## src/design/tbts_pkg.sv

```systemverilog
`default_nettype none
package tbts_pkg;
    localparam int NUM_TIMERS_DEF = 16;

    localparam logic [2:0] ACT_TICK    = 3'd0;
    localparam logic [2:0] ACT_CREATE  = 3'd1;
    localparam logic [2:0] ACT_START   = 3'd2;
    localparam logic [2:0] ACT_STOP    = 3'd3;
    localparam logic [2:0] ACT_UPDATE  = 3'd4;
    localparam logic [2:0] ACT_REMOVE  = 3'd5;
    localparam logic [2:0] ACT_SERVICE = 3'd6;

    localparam logic [1:0] ST_OK         = 2'd0;
    localparam logic [1:0] ST_BAD_PERIOD = 2'd1;
    localparam logic [1:0] ST_NO_SLOT    = 2'd2;
    localparam logic [1:0] ST_NOT_ALLOC  = 2'd3;

    localparam logic [31:0] NO_ALARM = 32'hFFFF_FFFF;

    typedef enum logic [2:0] {
        S_IDLE,
        S_SINGLE,
        S_SCAN,
        S_FINISH,
        S_OUT
    } state_t;

    // controller to datapath
    typedef struct packed {
        logic load;     // capture input item
        logic single;   // run a single-slot action
        logic scan_clr; // reset scan index
        logic scan_en;  // process one slot of the scan
        logic finish;   // form the result
    } cmd_t;

    // datapath to controller
    typedef struct packed {
        logic is_scan;  // action needs a full scan
        logic scan_last;
    } sts_t;
endpackage
`default_nettype wire

```

## src/design/tbts_ctrl.sv

```systemverilog
`default_nettype none
module tbts_ctrl (
    input  wire  logic          aclk,
    input  wire  logic          aresetn,
    input  wire  logic          in_valid,
    output logic                in_ready,
    output logic                out_valid,
    input  wire  logic          out_ready,
    input  wire  tbts_pkg::sts_t sts,
    output tbts_pkg::cmd_t      cmd
);
    import tbts_pkg::*;

    state_t state_reg, state_next;

    always_ff @(posedge aclk) begin
        if (!aresetn) begin
            state_reg <= S_IDLE;
        end else begin
            state_reg <= state_next;
        end
    end

    always_comb begin
        state_next = state_reg;
        case (state_reg)
            S_IDLE:   if (in_valid) state_next = S_SINGLE;
            S_SINGLE: state_next = sts.is_scan ? S_SCAN : S_FINISH;
            S_SCAN:   if (sts.scan_last) state_next = S_FINISH;
            S_FINISH: state_next = S_OUT;
            S_OUT:    if (out_ready) state_next = S_IDLE;
            default:  state_next = S_IDLE;
        endcase
    end

    always_comb begin
        cmd       = '0;
        in_ready  = 1'b0;
        out_valid = 1'b0;
        case (state_reg)
            S_IDLE: begin
                in_ready = 1'b1;
                cmd.load = in_valid;
            end
            S_SINGLE: begin
                cmd.single   = 1'b1;
                cmd.scan_clr = 1'b1;
            end
            S_SCAN:   cmd.scan_en = 1'b1;
            S_FINISH: cmd.finish = 1'b1;
            S_OUT:    out_valid = 1'b1;
            default:  ;
        endcase
    end
endmodule
`default_nettype wire

```

## src/design/tbts_dp.sv

```systemverilog
`default_nettype none
module tbts_dp #(
    parameter int NUM_TIMERS = tbts_pkg::NUM_TIMERS_DEF
) (
    input  wire  logic           aclk,
    input  wire  logic           aresetn,
    input  wire  tbts_pkg::cmd_t cmd,
    output tbts_pkg::sts_t       sts,
    input  wire  logic [2:0]     in_action,
    input  wire  logic [3:0]     in_slot,
    input  wire  logic [63:0]    in_now_ms,
    input  wire  logic [31:0]    in_period_ms,
    input  wire  logic           in_repeating,
    output logic [1:0]           status,
    output logic [3:0]           new_slot,
    output logic [31:0]          alarm_period,
    output logic                 wake,
    output logic [15:0]          fire_mask
);
    import tbts_pkg::*;

    localparam int IW = (NUM_TIMERS > 1) ? $clog2(NUM_TIMERS) : 1;
    localparam int MW = (NUM_TIMERS > 16) ? NUM_TIMERS : 16;

    logic [NUM_TIMERS-1:0] used_reg, rep_reg, run_reg, exp_reg;
    logic [63:0] expiry_mem [NUM_TIMERS];
    logic [31:0] period_mem [NUM_TIMERS];
    logic [31:0] last_alarm_reg;

    logic [2:0]  act_reg;
    logic [3:0]  slot_reg;
    logic [63:0] now_reg;
    logic [31:0] per_reg;
    logic        rep_in_reg;

    logic [IW-1:0]  idx_reg;
    logic [MW-1:0]  mask_reg;
    logic [31:0]    least_reg;
    logic [1:0]     st_reg;
    logic [3:0]     nslot_reg;
    logic [31:0]    alarm_reg;
    logic [1:0]     st_next;
    logic [3:0]     nslot_next;
    logic [31:0]    alarm_next;

    logic [1:0]  status_reg;
    logic [3:0]  new_slot_reg;
    logic [31:0] alarm_out_reg;
    logic        wake_reg;
    logic [15:0] fire_reg;

    // single-slot decode
    logic          sel_ok;
    logic [IW-1:0] sel;
    logic          free_found;
    logic [IW-1:0] free_idx;
    logic [NUM_TIMERS-1:0] used_after_rm;
    logic [63:0]   scan_exp;
    logic [31:0]   scan_per;

    assign sel    = in_slot_idx(slot_reg);
    assign sel_ok = ({28'd0, slot_reg} < 32'(NUM_TIMERS)) && used_reg[sel];

    function automatic logic [IW-1:0] in_slot_idx(input logic [3:0] s);
        logic [IW+3:0] w;
        w = {{IW{1'b0}}, s};
        return w[IW-1:0];
    endfunction

    always_comb begin
        free_found = 1'b0;
        free_idx   = '0;
        for (int i = NUM_TIMERS - 1; i >= 0; i--) begin
            if (!used_reg[i]) begin
                free_found = 1'b1;
                free_idx   = IW'(i);
            end
        end
    end

    always_comb begin
        used_after_rm      = used_reg;
        used_after_rm[sel] = 1'b0;
    end

    // status, new slot and alarm period of a single-slot action
    always_comb begin
        st_next    = ST_OK;
        nslot_next = 4'd0;
        alarm_next = last_alarm_reg;
        case (act_reg)
            ACT_CREATE: begin
                if (per_reg == 32'd0) begin
                    st_next = ST_BAD_PERIOD;
                end else if (!free_found) begin
                    st_next = ST_NO_SLOT;
                end else begin
                    nslot_next = 4'({{4{1'b0}}, free_idx});
                    if (per_reg < last_alarm_reg) alarm_next = per_reg;
                end
            end
            ACT_START, ACT_STOP: begin
                if (!sel_ok) st_next = ST_NOT_ALLOC;
            end
            ACT_UPDATE: begin
                if (!sel_ok) begin
                    st_next = ST_NOT_ALLOC;
                end else if (per_reg == 32'd0) begin
                    st_next = ST_BAD_PERIOD;
                end else if (per_reg != period_mem[sel] && per_reg < last_alarm_reg) begin
                    alarm_next = per_reg;
                end
            end
            ACT_REMOVE: begin
                if (!sel_ok) begin
                    st_next = ST_NOT_ALLOC;
                end else if (used_after_rm == '0) begin
                    alarm_next = NO_ALARM;
                end
            end
            default: ;
        endcase
    end

    assign scan_exp = expiry_mem[idx_reg];
    assign scan_per = period_mem[idx_reg];

    assign sts.is_scan   = (act_reg == ACT_TICK) || (act_reg == ACT_SERVICE);
    assign sts.scan_last = (idx_reg == IW'(NUM_TIMERS - 1));

    always_ff @(posedge aclk) begin
        if (cmd.load) begin
            act_reg    <= in_action;
            slot_reg   <= in_slot;
            now_reg    <= in_now_ms;
            per_reg    <= in_period_ms;
            rep_in_reg <= in_repeating;
        end
        if (cmd.scan_clr) begin
            idx_reg   <= '0;
            mask_reg  <= '0;
            least_reg <= NO_ALARM;
        end
        if (cmd.scan_en) begin
            idx_reg <= idx_reg + IW'(1);
        end
        if (cmd.finish) begin
            status_reg   <= st_reg;
            new_slot_reg <= nslot_reg;
            if (act_reg == ACT_TICK) begin
                alarm_out_reg <= least_reg;
                wake_reg      <= |mask_reg;
                fire_reg      <= mask_reg[15:0];
            end else begin
                alarm_out_reg <= alarm_reg;
                wake_reg      <= 1'b0;
                fire_reg      <= (act_reg == ACT_SERVICE) ? mask_reg[15:0] : 16'd0;
            end
        end
        if (cmd.single) begin
            st_reg    <= st_next;
            nslot_reg <= nslot_next;
            alarm_reg <= alarm_next;
            case (act_reg)
                ACT_CREATE: begin
                    if (per_reg != 32'd0 && free_found) begin
                        expiry_mem[free_idx] <= '0;
                        period_mem[free_idx] <= per_reg;
                    end
                end
                ACT_START: begin
                    if (sel_ok) expiry_mem[sel] <= now_reg + {32'd0, period_mem[sel]};
                end
                ACT_STOP: begin
                    if (sel_ok) expiry_mem[sel] <= '0;
                end
                ACT_UPDATE: begin
                    if (sel_ok && per_reg != 32'd0 && per_reg != period_mem[sel])
                        period_mem[sel] <= per_reg;
                end
                ACT_REMOVE: begin
                    if (sel_ok) expiry_mem[sel] <= '0;
                end
                default: ;
            endcase
        end
        if (cmd.scan_en && act_reg == ACT_TICK) begin
            if (used_reg[idx_reg] && run_reg[idx_reg] && !exp_reg[idx_reg]
                    && now_reg >= scan_exp) begin
                mask_reg[idx_reg] <= 1'b1;
                if (rep_reg[idx_reg] && scan_per < least_reg) least_reg <= scan_per;
            end
        end
        if (cmd.scan_en && act_reg == ACT_SERVICE) begin
            if (used_reg[idx_reg] && exp_reg[idx_reg]) begin
                mask_reg[idx_reg] <= 1'b1;
                if (rep_reg[idx_reg]) expiry_mem[idx_reg] <= now_reg + {32'd0, scan_per};
            end
        end
    end

    // control marks, cleared at reset
    always_ff @(posedge aclk) begin
        if (!aresetn) begin
            used_reg       <= '0;
            rep_reg        <= '0;
            run_reg        <= '0;
            exp_reg        <= '0;
            last_alarm_reg <= NO_ALARM;
        end else begin
            if (cmd.single) begin
                case (act_reg)
                    ACT_CREATE: begin
                        if (per_reg != 32'd0 && free_found) begin
                            used_reg[free_idx] <= 1'b1;
                            rep_reg[free_idx]  <= rep_in_reg;
                            run_reg[free_idx]  <= 1'b0;
                            exp_reg[free_idx]  <= 1'b0;
                        end
                    end
                    ACT_START: begin
                        if (sel_ok) begin
                            run_reg[sel] <= 1'b1;
                            exp_reg[sel] <= 1'b0;
                        end
                    end
                    ACT_STOP: begin
                        if (sel_ok) begin
                            run_reg[sel] <= 1'b0;
                            exp_reg[sel] <= 1'b1;
                        end
                    end
                    ACT_UPDATE: begin
                        if (sel_ok && per_reg != 32'd0) rep_reg[sel] <= rep_in_reg;
                    end
                    ACT_REMOVE: begin
                        if (sel_ok) begin
                            used_reg[sel] <= 1'b0;
                            rep_reg[sel]  <= 1'b0;
                            run_reg[sel]  <= 1'b0;
                            exp_reg[sel]  <= 1'b0;
                        end
                    end
                    default: ;
                endcase
            end
            if (cmd.scan_en && act_reg == ACT_TICK) begin
                if (used_reg[idx_reg] && run_reg[idx_reg] && !exp_reg[idx_reg]
                        && now_reg >= scan_exp) begin
                    exp_reg[idx_reg] <= 1'b1;
                    if (!rep_reg[idx_reg]) run_reg[idx_reg] <= 1'b0;
                end
            end
            if (cmd.scan_en && act_reg == ACT_SERVICE) begin
                if (used_reg[idx_reg] && exp_reg[idx_reg]) exp_reg[idx_reg] <= 1'b0;
            end
            if (cmd.finish && act_reg == ACT_TICK) last_alarm_reg <= least_reg;
        end
    end

    assign status       = status_reg;
    assign new_slot     = new_slot_reg;
    assign alarm_period = alarm_out_reg;
    assign wake         = wake_reg;
    assign fire_mask    = fire_reg;
endmodule
`default_nettype wire

```

## src/design/timer_bank_tick_scan.sv

```systemverilog
// Timer bank with a slot-by-slot scan.
// Input stream s_axis: one item per action (tick, create, start, stop, update,
// remove, service) with slot, time and period. Output stream m_axis: exactly
// one result item per input item, carrying status, allocated slot, alarm
// period, wake flag and fire mask.
// Create, start, stop, update and remove pass through the single-slot step, the
// finish step and the output state; tick and service also walk every slot, one
// per cycle, through the expiry and period memories at the scan index.
// A new item is taken in the cycle after its result is taken, so items do not
// overlap.
// Reset (aresetn low, synchronous) frees all slots, clears all marks and sets
// the stored alarm period to all ones; no clearing pass is needed.
// While m_axis_tready is low the result holds and no new item is taken.
`default_nettype none
module timer_bank_tick_scan #(
    parameter int NUM_TIMERS = tbts_pkg::NUM_TIMERS_DEF
) (
    input  wire  logic          aclk,
    input  wire  logic          aresetn,
    input  wire  logic          s_axis_tvalid,
    output logic                s_axis_tready,
    // action[2:0], slot[6:3], now_ms[70:7], period_ms[102:71], repeating[103]
    input  wire  logic [103:0]  s_axis_tdata,
    output logic                m_axis_tvalid,
    input  wire  logic          m_axis_tready,
    // status[1:0], new_slot[5:2], alarm_period[37:6], wake[38], fire_mask[54:39]
    output logic [55:0]         m_axis_tdata
);
    import tbts_pkg::*;

    cmd_t cmd;
    sts_t sts;
    logic [1:0]  status;
    logic [3:0]  new_slot;
    logic [31:0] alarm_period;
    logic        wake;
    logic [15:0] fire_mask;

    tbts_ctrl u_ctrl (
        .aclk      (aclk),
        .aresetn   (aresetn),
        .in_valid  (s_axis_tvalid),
        .in_ready  (s_axis_tready),
        .out_valid (m_axis_tvalid),
        .out_ready (m_axis_tready),
        .sts       (sts),
        .cmd       (cmd)
    );

    tbts_dp #(.NUM_TIMERS(NUM_TIMERS)) u_dp (
        .aclk         (aclk),
        .aresetn      (aresetn),
        .cmd          (cmd),
        .sts          (sts),
        .in_action    (s_axis_tdata[2:0]),
        .in_slot      (s_axis_tdata[6:3]),
        .in_now_ms    (s_axis_tdata[70:7]),
        .in_period_ms (s_axis_tdata[102:71]),
        .in_repeating (s_axis_tdata[103]),
        .status       (status),
        .new_slot     (new_slot),
        .alarm_period (alarm_period),
        .wake         (wake),
        .fire_mask    (fire_mask)
    );

    assign m_axis_tdata = {1'b0, fire_mask, wake, alarm_period, new_slot, status};
endmodule
`default_nettype wire
```

## config.mk

```make
export PLATFORM = sky130hd
export DESIGN_NAME = timer_bank_tick_scan
export DESIGN_NICKNAME = d
export VERILOG_FILES = /design/src/design/tbts_pkg.sv /design/src/design/tbts_ctrl.sv /design/src/design/tbts_dp.sv /design/src/design/timer_bank_tick_scan.sv
export SDC_FILE = /design/constraint.sdc
export NUM_CORES = 2
export LEC_CHECK = 0
export BUFFER_PORTS_ARGS = -buffer_cell sky130_fd_sc_hd__buf_4
export CAP_MARGIN = 5
export CORE_MARGIN = 5
export CORE_UTILIZATION = 45
export CTS_BUF_LIST = sky130_fd_sc_hd__clkbuf_4 sky130_fd_sc_hd__clkbuf_8
export CTS_CLUSTER_DIAMETER = 150
export DETAILED_ROUTE_END_ITERATION = 10
export PLACE_DENSITY = 0.65
export RECOVER_POWER = 100
export SLEW_MARGIN = 20
export SYNTH_ARGS = -nofsm -noshare
export SYNTH_HDL_FRONTEND = slang
export SYNTH_SLANG_ARGS = --single-unit
```

## constraint.sdc

```tcl
create_clock -name aclk -period 17.31 [get_ports aclk]
set_input_delay 0 -clock aclk [delete_from_list [all_inputs] [get_ports aclk]]
set_output_delay 0 -clock aclk [all_outputs]
set_load 0.05 [all_outputs]
```

-- Word level (Yosys, flattened, before mapping)
Memory sizes are Yosys's and may differ from the RTL's. A register that Yosys moved wholly into a read port is not among the register bits.
Cells that the tools add are included.
- register bits: 348
- RAM bits: 1536
- memories kept: 2
- output and inout bits: 58
- logic and storage cells: 264
- input port bits: 108
- add/sub/neg operators: 3
- eq/ne operators: 18
- magnitude comparators: 9
- reductions and logical operators: 36
- multiplexer cells: 153
- bitwise logic cells: 21
- memories (memory ; depth ; bits a word ; read ports ; clocked after Yosys merged registers in ; wr ports ; line ; RTL):
    u_dp.expiry_mem ; 16 ; 64 ; 1 ; 1 ; 1 ; tbts_dp.sv:26 ; logic [63:0] expiry_mem [NUM_TIMERS];
    u_dp.period_mem ; 16 ; 32 ; 2 ; 2 ; 1 ; tbts_dp.sv:27 ; logic [31:0] period_mem [NUM_TIMERS];
- operators with widths (kind ; number):
    16-bit two-way mux ; 30
    32-bit two-way mux ; 14
    64-bit two-way mux ; 4
    16-bit case mux with 3 select lines ; 3
    64-bit by 32-bit adder with 64-bit output ; 2
    16-bit bitwise AND ; 8
    64-bit OR reduction ; 2
    4-bit two-way mux ; 24
    16-bit OR ; 6
    32-bit case mux with 3 select lines ; 1
    64-bit >= comparator ; 1
    32-bit less-than comparator ; 2
    1-bit two-way mux ; 56
    16-bit inverter ; 3
    16-bit bitwise mux ; 2
    32-bit zero test ; 1
    32-bit != test ; 1
    16-bit case mux with 2 select lines ; 1
    32-bit nonzero test ; 1
    32-bit OR reduction ; 1
    1-bit binary-select mux with 4-bit select ; 5
    16-bit zero test ; 1
    16-bit OR reduction ; 1
    1-bit logical AND ; 15
    other kinds (26) ; 55

-- Logic depth before layout (Yosys ltp)
- depth after elaboration: 33
- gate-level depth with buffers: 21
- mapped depth without buffers: 16

-- Cells and area by module
Synthesis repeated with hierarchy kept, for this count alone.
- cells, all modules: 5271
- area total of the unflattened synthesis: 86688.1 sq um
- modules (own cells, without submodules) (module ; cells an instance ; times used ; area an instance (sq um) ; sequential area each (sq um)):
    tbts_dp ; 5245 ; 1 ; 86442.9 ; 55202.9
    tbts_ctrl ; 23 ; 1 ; 226.5 ; 60.1
    timer_bank_tick_scan ; 3 ; 1 ; 18.8 ; 0.0

-- Least setup slack after synthesis
Ideal clock, no wire load.
- path type: reg-to-reg
- from: reg with a tool-made name
- to: mem u_dp.expiry_mem[0][56] (data pin)
- clock period less this slack: 6.146 ns
- arrival time: 5.754 ns
- cell stages (with the launch flop): 19
- library setup time: 0.392 ns
- path buffers: 5
- required time: 16.918 ns
- slack: 11.164 ns
- cells stage by stage: dfxtp_1 -> clkbuf_1 -> clkbuf_1 -> buf_1 -> mux4_2 -> mux4_2 -> ha_1 -> clkbuf_1 -> a21o_1 -> a21oi_1 -> o21bai_1 -> a21oi_1 -> o21ai_0 -> a211oi_1 -> a21oi_1 -> o21ai_0 -> and2_1 -> buf_2 -> o41ai_1
- RTL lines (item ; line):
    end: declaration ; tbts_dp.sv:26

-- Final worst setup path
- from: reg u_dp.idx_reg[1]
- to: mem u_dp.expiry_mem[10][23], enable pin
- word-level cells in the longest chain between the ends: 8
- elaborated cells between the ends (all ways): 14
- those cells by class: mux: 12; reduce/logical: 2
- ends and longest elaborated chain (item ; line ; RTL):
    start: declaration ; tbts_dp.sv:36 ; logic [IW-1:0] idx_reg;
    start signal: assignment ; tbts_dp.sv:145 ; idx_reg <= idx_reg + IW'(1);
    1-bit binary-select mux with 4-bit select, on equally long branches ; tbts_dp.sv:197, tbts_dp.sv:195 ;
    1-bit two-way mux, on equally long branches ; tbts_dp.sv:197, tbts_dp.sv:195 ;
    1-bit two-way mux / 1-bit logical AND (equally long branches) ; tbts_dp.sv:197, tbts_dp.sv:195 ;
    1-bit two-way mux ; tbts_dp.sv:195 ; if (used_reg[idx_reg] && exp_reg[idx_reg]) begin
    1-bit two-way mux ; tbts_dp.sv:194 ; if (cmd.scan_en && act_reg == ACT_SERVICE) begin
    1-bit two-way mux (implied by the code) ; tbts_dp.sv:197 ; if (rep_reg[idx_reg]) expiry_mem[idx_reg] <= now_reg + {32'd0, scan_per};
    64-bit OR reduction (no source line) ; -- ;
    4-bit two-way mux (no source line) / 1-bit two-way mux (equally long branches) ; -- ;
Several ways; a longest one is shown, not always the timed one. The select of a mux whose other input is x is not followed.

==> results.cfg <==
[worst_setup_path]
critPathMaxFanout = 47
cp.arrival_ns = 12.93
cp-end-kind = flip-flop
reg2reg_setup_slack_ns = 4.92
critical_path_class = flip-flop to flip-flop
worst_path_most_repeated_cell = clkbuf_1
slowest_stage = clkbuf_1
cp_slowest_stage_delay_ns = 2.64
path_cells = clkbuf_1, mux4_2, mux4_2, nand2_1, nor2_1, clkbuf_1, nand2_2, clkbuf_1, o21ai_0, nand2b_1, nor2_4, clkbuf_1, clkbuf_1
cp_data_required_time_ns = 17.85
startpoint_type = flip-flop

[yosys]
async_flop_share = 0
synthFlopType = edfxtp_1
synth.distinct_cells = 81
yosysSeqAreaShare = 0.6392
avgSynthCellArea_um2 = 16.46
ys_warn_count = 0
synthTopCellsByArea = edfxtp_1 (60%), mux4_2 (16%), dfxtp_1 (3.6%)
syn_inst = 5251
synth_area_leader_cell = edfxtp_1
synth_edf_count = 1737
ys_ff_latch = 1892
synth_nets = 5555
synth_top_area_frac = 0.6033
syn_area_mm2 = 0.08645

[global_route]
grt_first_pass_wirelength_mm = 370.1
antenna_found_initial = 16
grt_max_degree = 113
gr-total-overflow = 0
grt_pass1_vias = 53360
grt_usage = 0.2531

[clock_tree]
cts_max_level = 5
ctsHoldBuffers = 217
clock_sinks = 1892
cts_inserted_buffers = 330
post_cts_buffers = 0
clk_path_buf_depth = 4
cts_resized = 0
root_buffer = clkbuf_8
clkTransAtPathRegs_ns = 0.06
cts_tree = built
worstSkewPairLatency_ns = 1.05

[sta]
max_slew_margin = -2.536
drv_slew = 1835
tightest_slew_ns = 5.305
fin_crit_sh = 0.7155
skew_ns = 0.08591
finalWorstSetupSlack_ns = 4.925
fmax_ghz = 0.08074
finalSetupTns_ns = 0
rsz0062_at_grt = false
hold_viol_final = 0
finalSetupViolations = 0
fin_crit_ns = 12.39

[floorplanning]
initial_utilization = 0.4536
core_mm2 = 0.1906
fp.dieH_um = 448.3
die_w_um = 448.3
fp-row-count = 160
dieArea_mm2 = 0.2010
ioPinCount = 166

[final_layout]
final_common_cell = edfxtp_1
syn_to_final_growth_pct = 14.38
final_cells = 8583
layout_common_cells = edfxtp_1 (1,737), mux4_2 (602), clkbuf_8 (345)
drive_above_1_share = 0.2241
largest_reg_flops = 1024
fill_cells = 15520
final_nets = 6133

[placed_design]
numPortBuffers = 164
dpl.hpwl_mm = 154.5
placed_cells_incl_taps = 7790
gp_congestion = 0.9320
dp_slack_ns = 8.907

[route]
wirelength_mm = 257.8
drc = 0
wl_met3_mm = 23.14
wirelength_met1_mm = 101.4
postRouteAntennaNets = 0
wl_per_cell_um = 30.03
dr.pass1.iters = 6
routed_via_density = 6.314
vias = 54200
maxUsedRoutingLayer = met5
wl_met2_mm = 123.4
drt_iter0_drc = 6239

[pwr]
comb_power_share = 0.255
pwr-share-clk = 0.321
p_switching_mw = 3.789
ir_drop_mv = 0.08638
pwr-share-seq = 0.424
swShare = 0.3081
intPower_mw = 8.509
p_leak_nw = 31.58
p_per_area_mw_per_mm2 = 124.4
fin_total_pwr_mw = 12.30

[status]
violations = max-capacitance violations, max-slew violations
status = finished with violations

[worst_hold_path]
worstHoldPathType = input pin to flip-flop

[flow_run]
drv_cap = 53
## cells in the mapped netlist, types with 53 or more instances
| master | number |
|---|---|
| edfxtp_1 | 1737 |
| mux4_2 | 602 |
| a21oi_1 | 269 |
| nand2_1 | 241 |
| nor2_1 | 199 |
| clkbuf_1 | 195 |
| ha_1 | 194 |
| o21ai_0 | 185 |
| inv_1 | 181 |
| dfxtp_1 | 155 |
| mux2i_1 | 106 |
| a21o_1 | 84 |
| xnor2_1 | 67 |
| nand3_1 | 66 |
| buf_1 | 53 |
| nand4_1 | 53 |
## worst max-delay path, delay by kind of cell, from the launching register on
family          cells  cell delay (ns)
mux                 2             0.99
compound gates      1             0.81
simple gates        5             1.17
flops               1             0.42
buf+inv             5             8.46
## metrics by stage
| step | hold slack (ns) | cell area, um2 | util |
|---|---|---|---|
| 2_1_floorplan | 0.09887 | 86450 | - |
| 3_3_place_gp | 0.1789 | 91200 | 0.4785 |
| 3_5_place_dp | 0.1793 | 91220 | 0.4786 |
| 4_1_cts | 0.1048 | 99600 | 0.5226 |
| 5_1_grt | 0.1827 | 98870 | 0.5188 |
| 6_report | 0.2467 | 98890 | 0.5189 |
## power groups by stage
stage | clock (mW) | combinational (mW) | sequential (mW)
final | 3.95 | 3.14 | 5.21
after global routing | 4.24 | 3.33 | 5.22
after CTS | 4.02 | 3.11 | 5.20
after detailed placement | 0 | 3.06 | 5.30
after global placement | 0 | 3.05 | 5.30
after floorplan | 0 | 2.18 | 5.22
## layer usage
metal  vias up  global-route usage
met5         -                   0
met4        10             0.09086
met3       598             0.04947
met2      2952              0.4097
met1     28120              0.3445
li1      22520                   -
## area by class of cell
| type | count | area, um2 | area share |
|---|---|---|---|
| Sequential cell | 1892 | 55290 | 0.5591 |
| Multi-Input combinational cell | 2874 | 29490 | 0.2983 |
| Clock buffer | 445 | 5499 | 0.05561 |
| Timing Repair Buffer | 549 | 4055 | 0.04101 |
| Tap cell | 2511 | 3142 | 0.03177 |
| Clock inverter | 119 | 700.7 | 0.007085 |
| Inverter | 182 | 683.2 | 0.006908 |
| Antenna cell | 11 | 27.53 | 0.0002784 |
## worst paths after layout
check | cells after the start | start | end
min reg2reg | 0 | u_dp.nslot_reg[0] | u_dp.new_slot[0]
min | 3 | s_axis_tdata[29] | u_dp.now_reg[22]
max | 13 | u_dp.idx_reg[1] | u_dp.expiry_mem[10][23]
max reg2reg | 13 | u_dp.idx_reg[1] | u_dp.expiry_mem[10][23]
## cell families (layout without fill, tap and decap cells)
kind of cell / Yosys count / count (layout) / share of synthesized area
xor+xnor: 108 / 108 / 0.01094
compound gates: 977 / 977 / 0.07534
buf+inv: 485 / 1295 / 0.02369
fa+ha+maj: 196 / 196 / 0.02854
flops: 1892 / 1892 / 0.6392
other cells: 1 / 12 / 0.00004338
simple gates: 834 / 834 / 0.04660
mux: 758 / 758 / 0.1756
No activity file was read; power rests on OpenSTA's default activity.
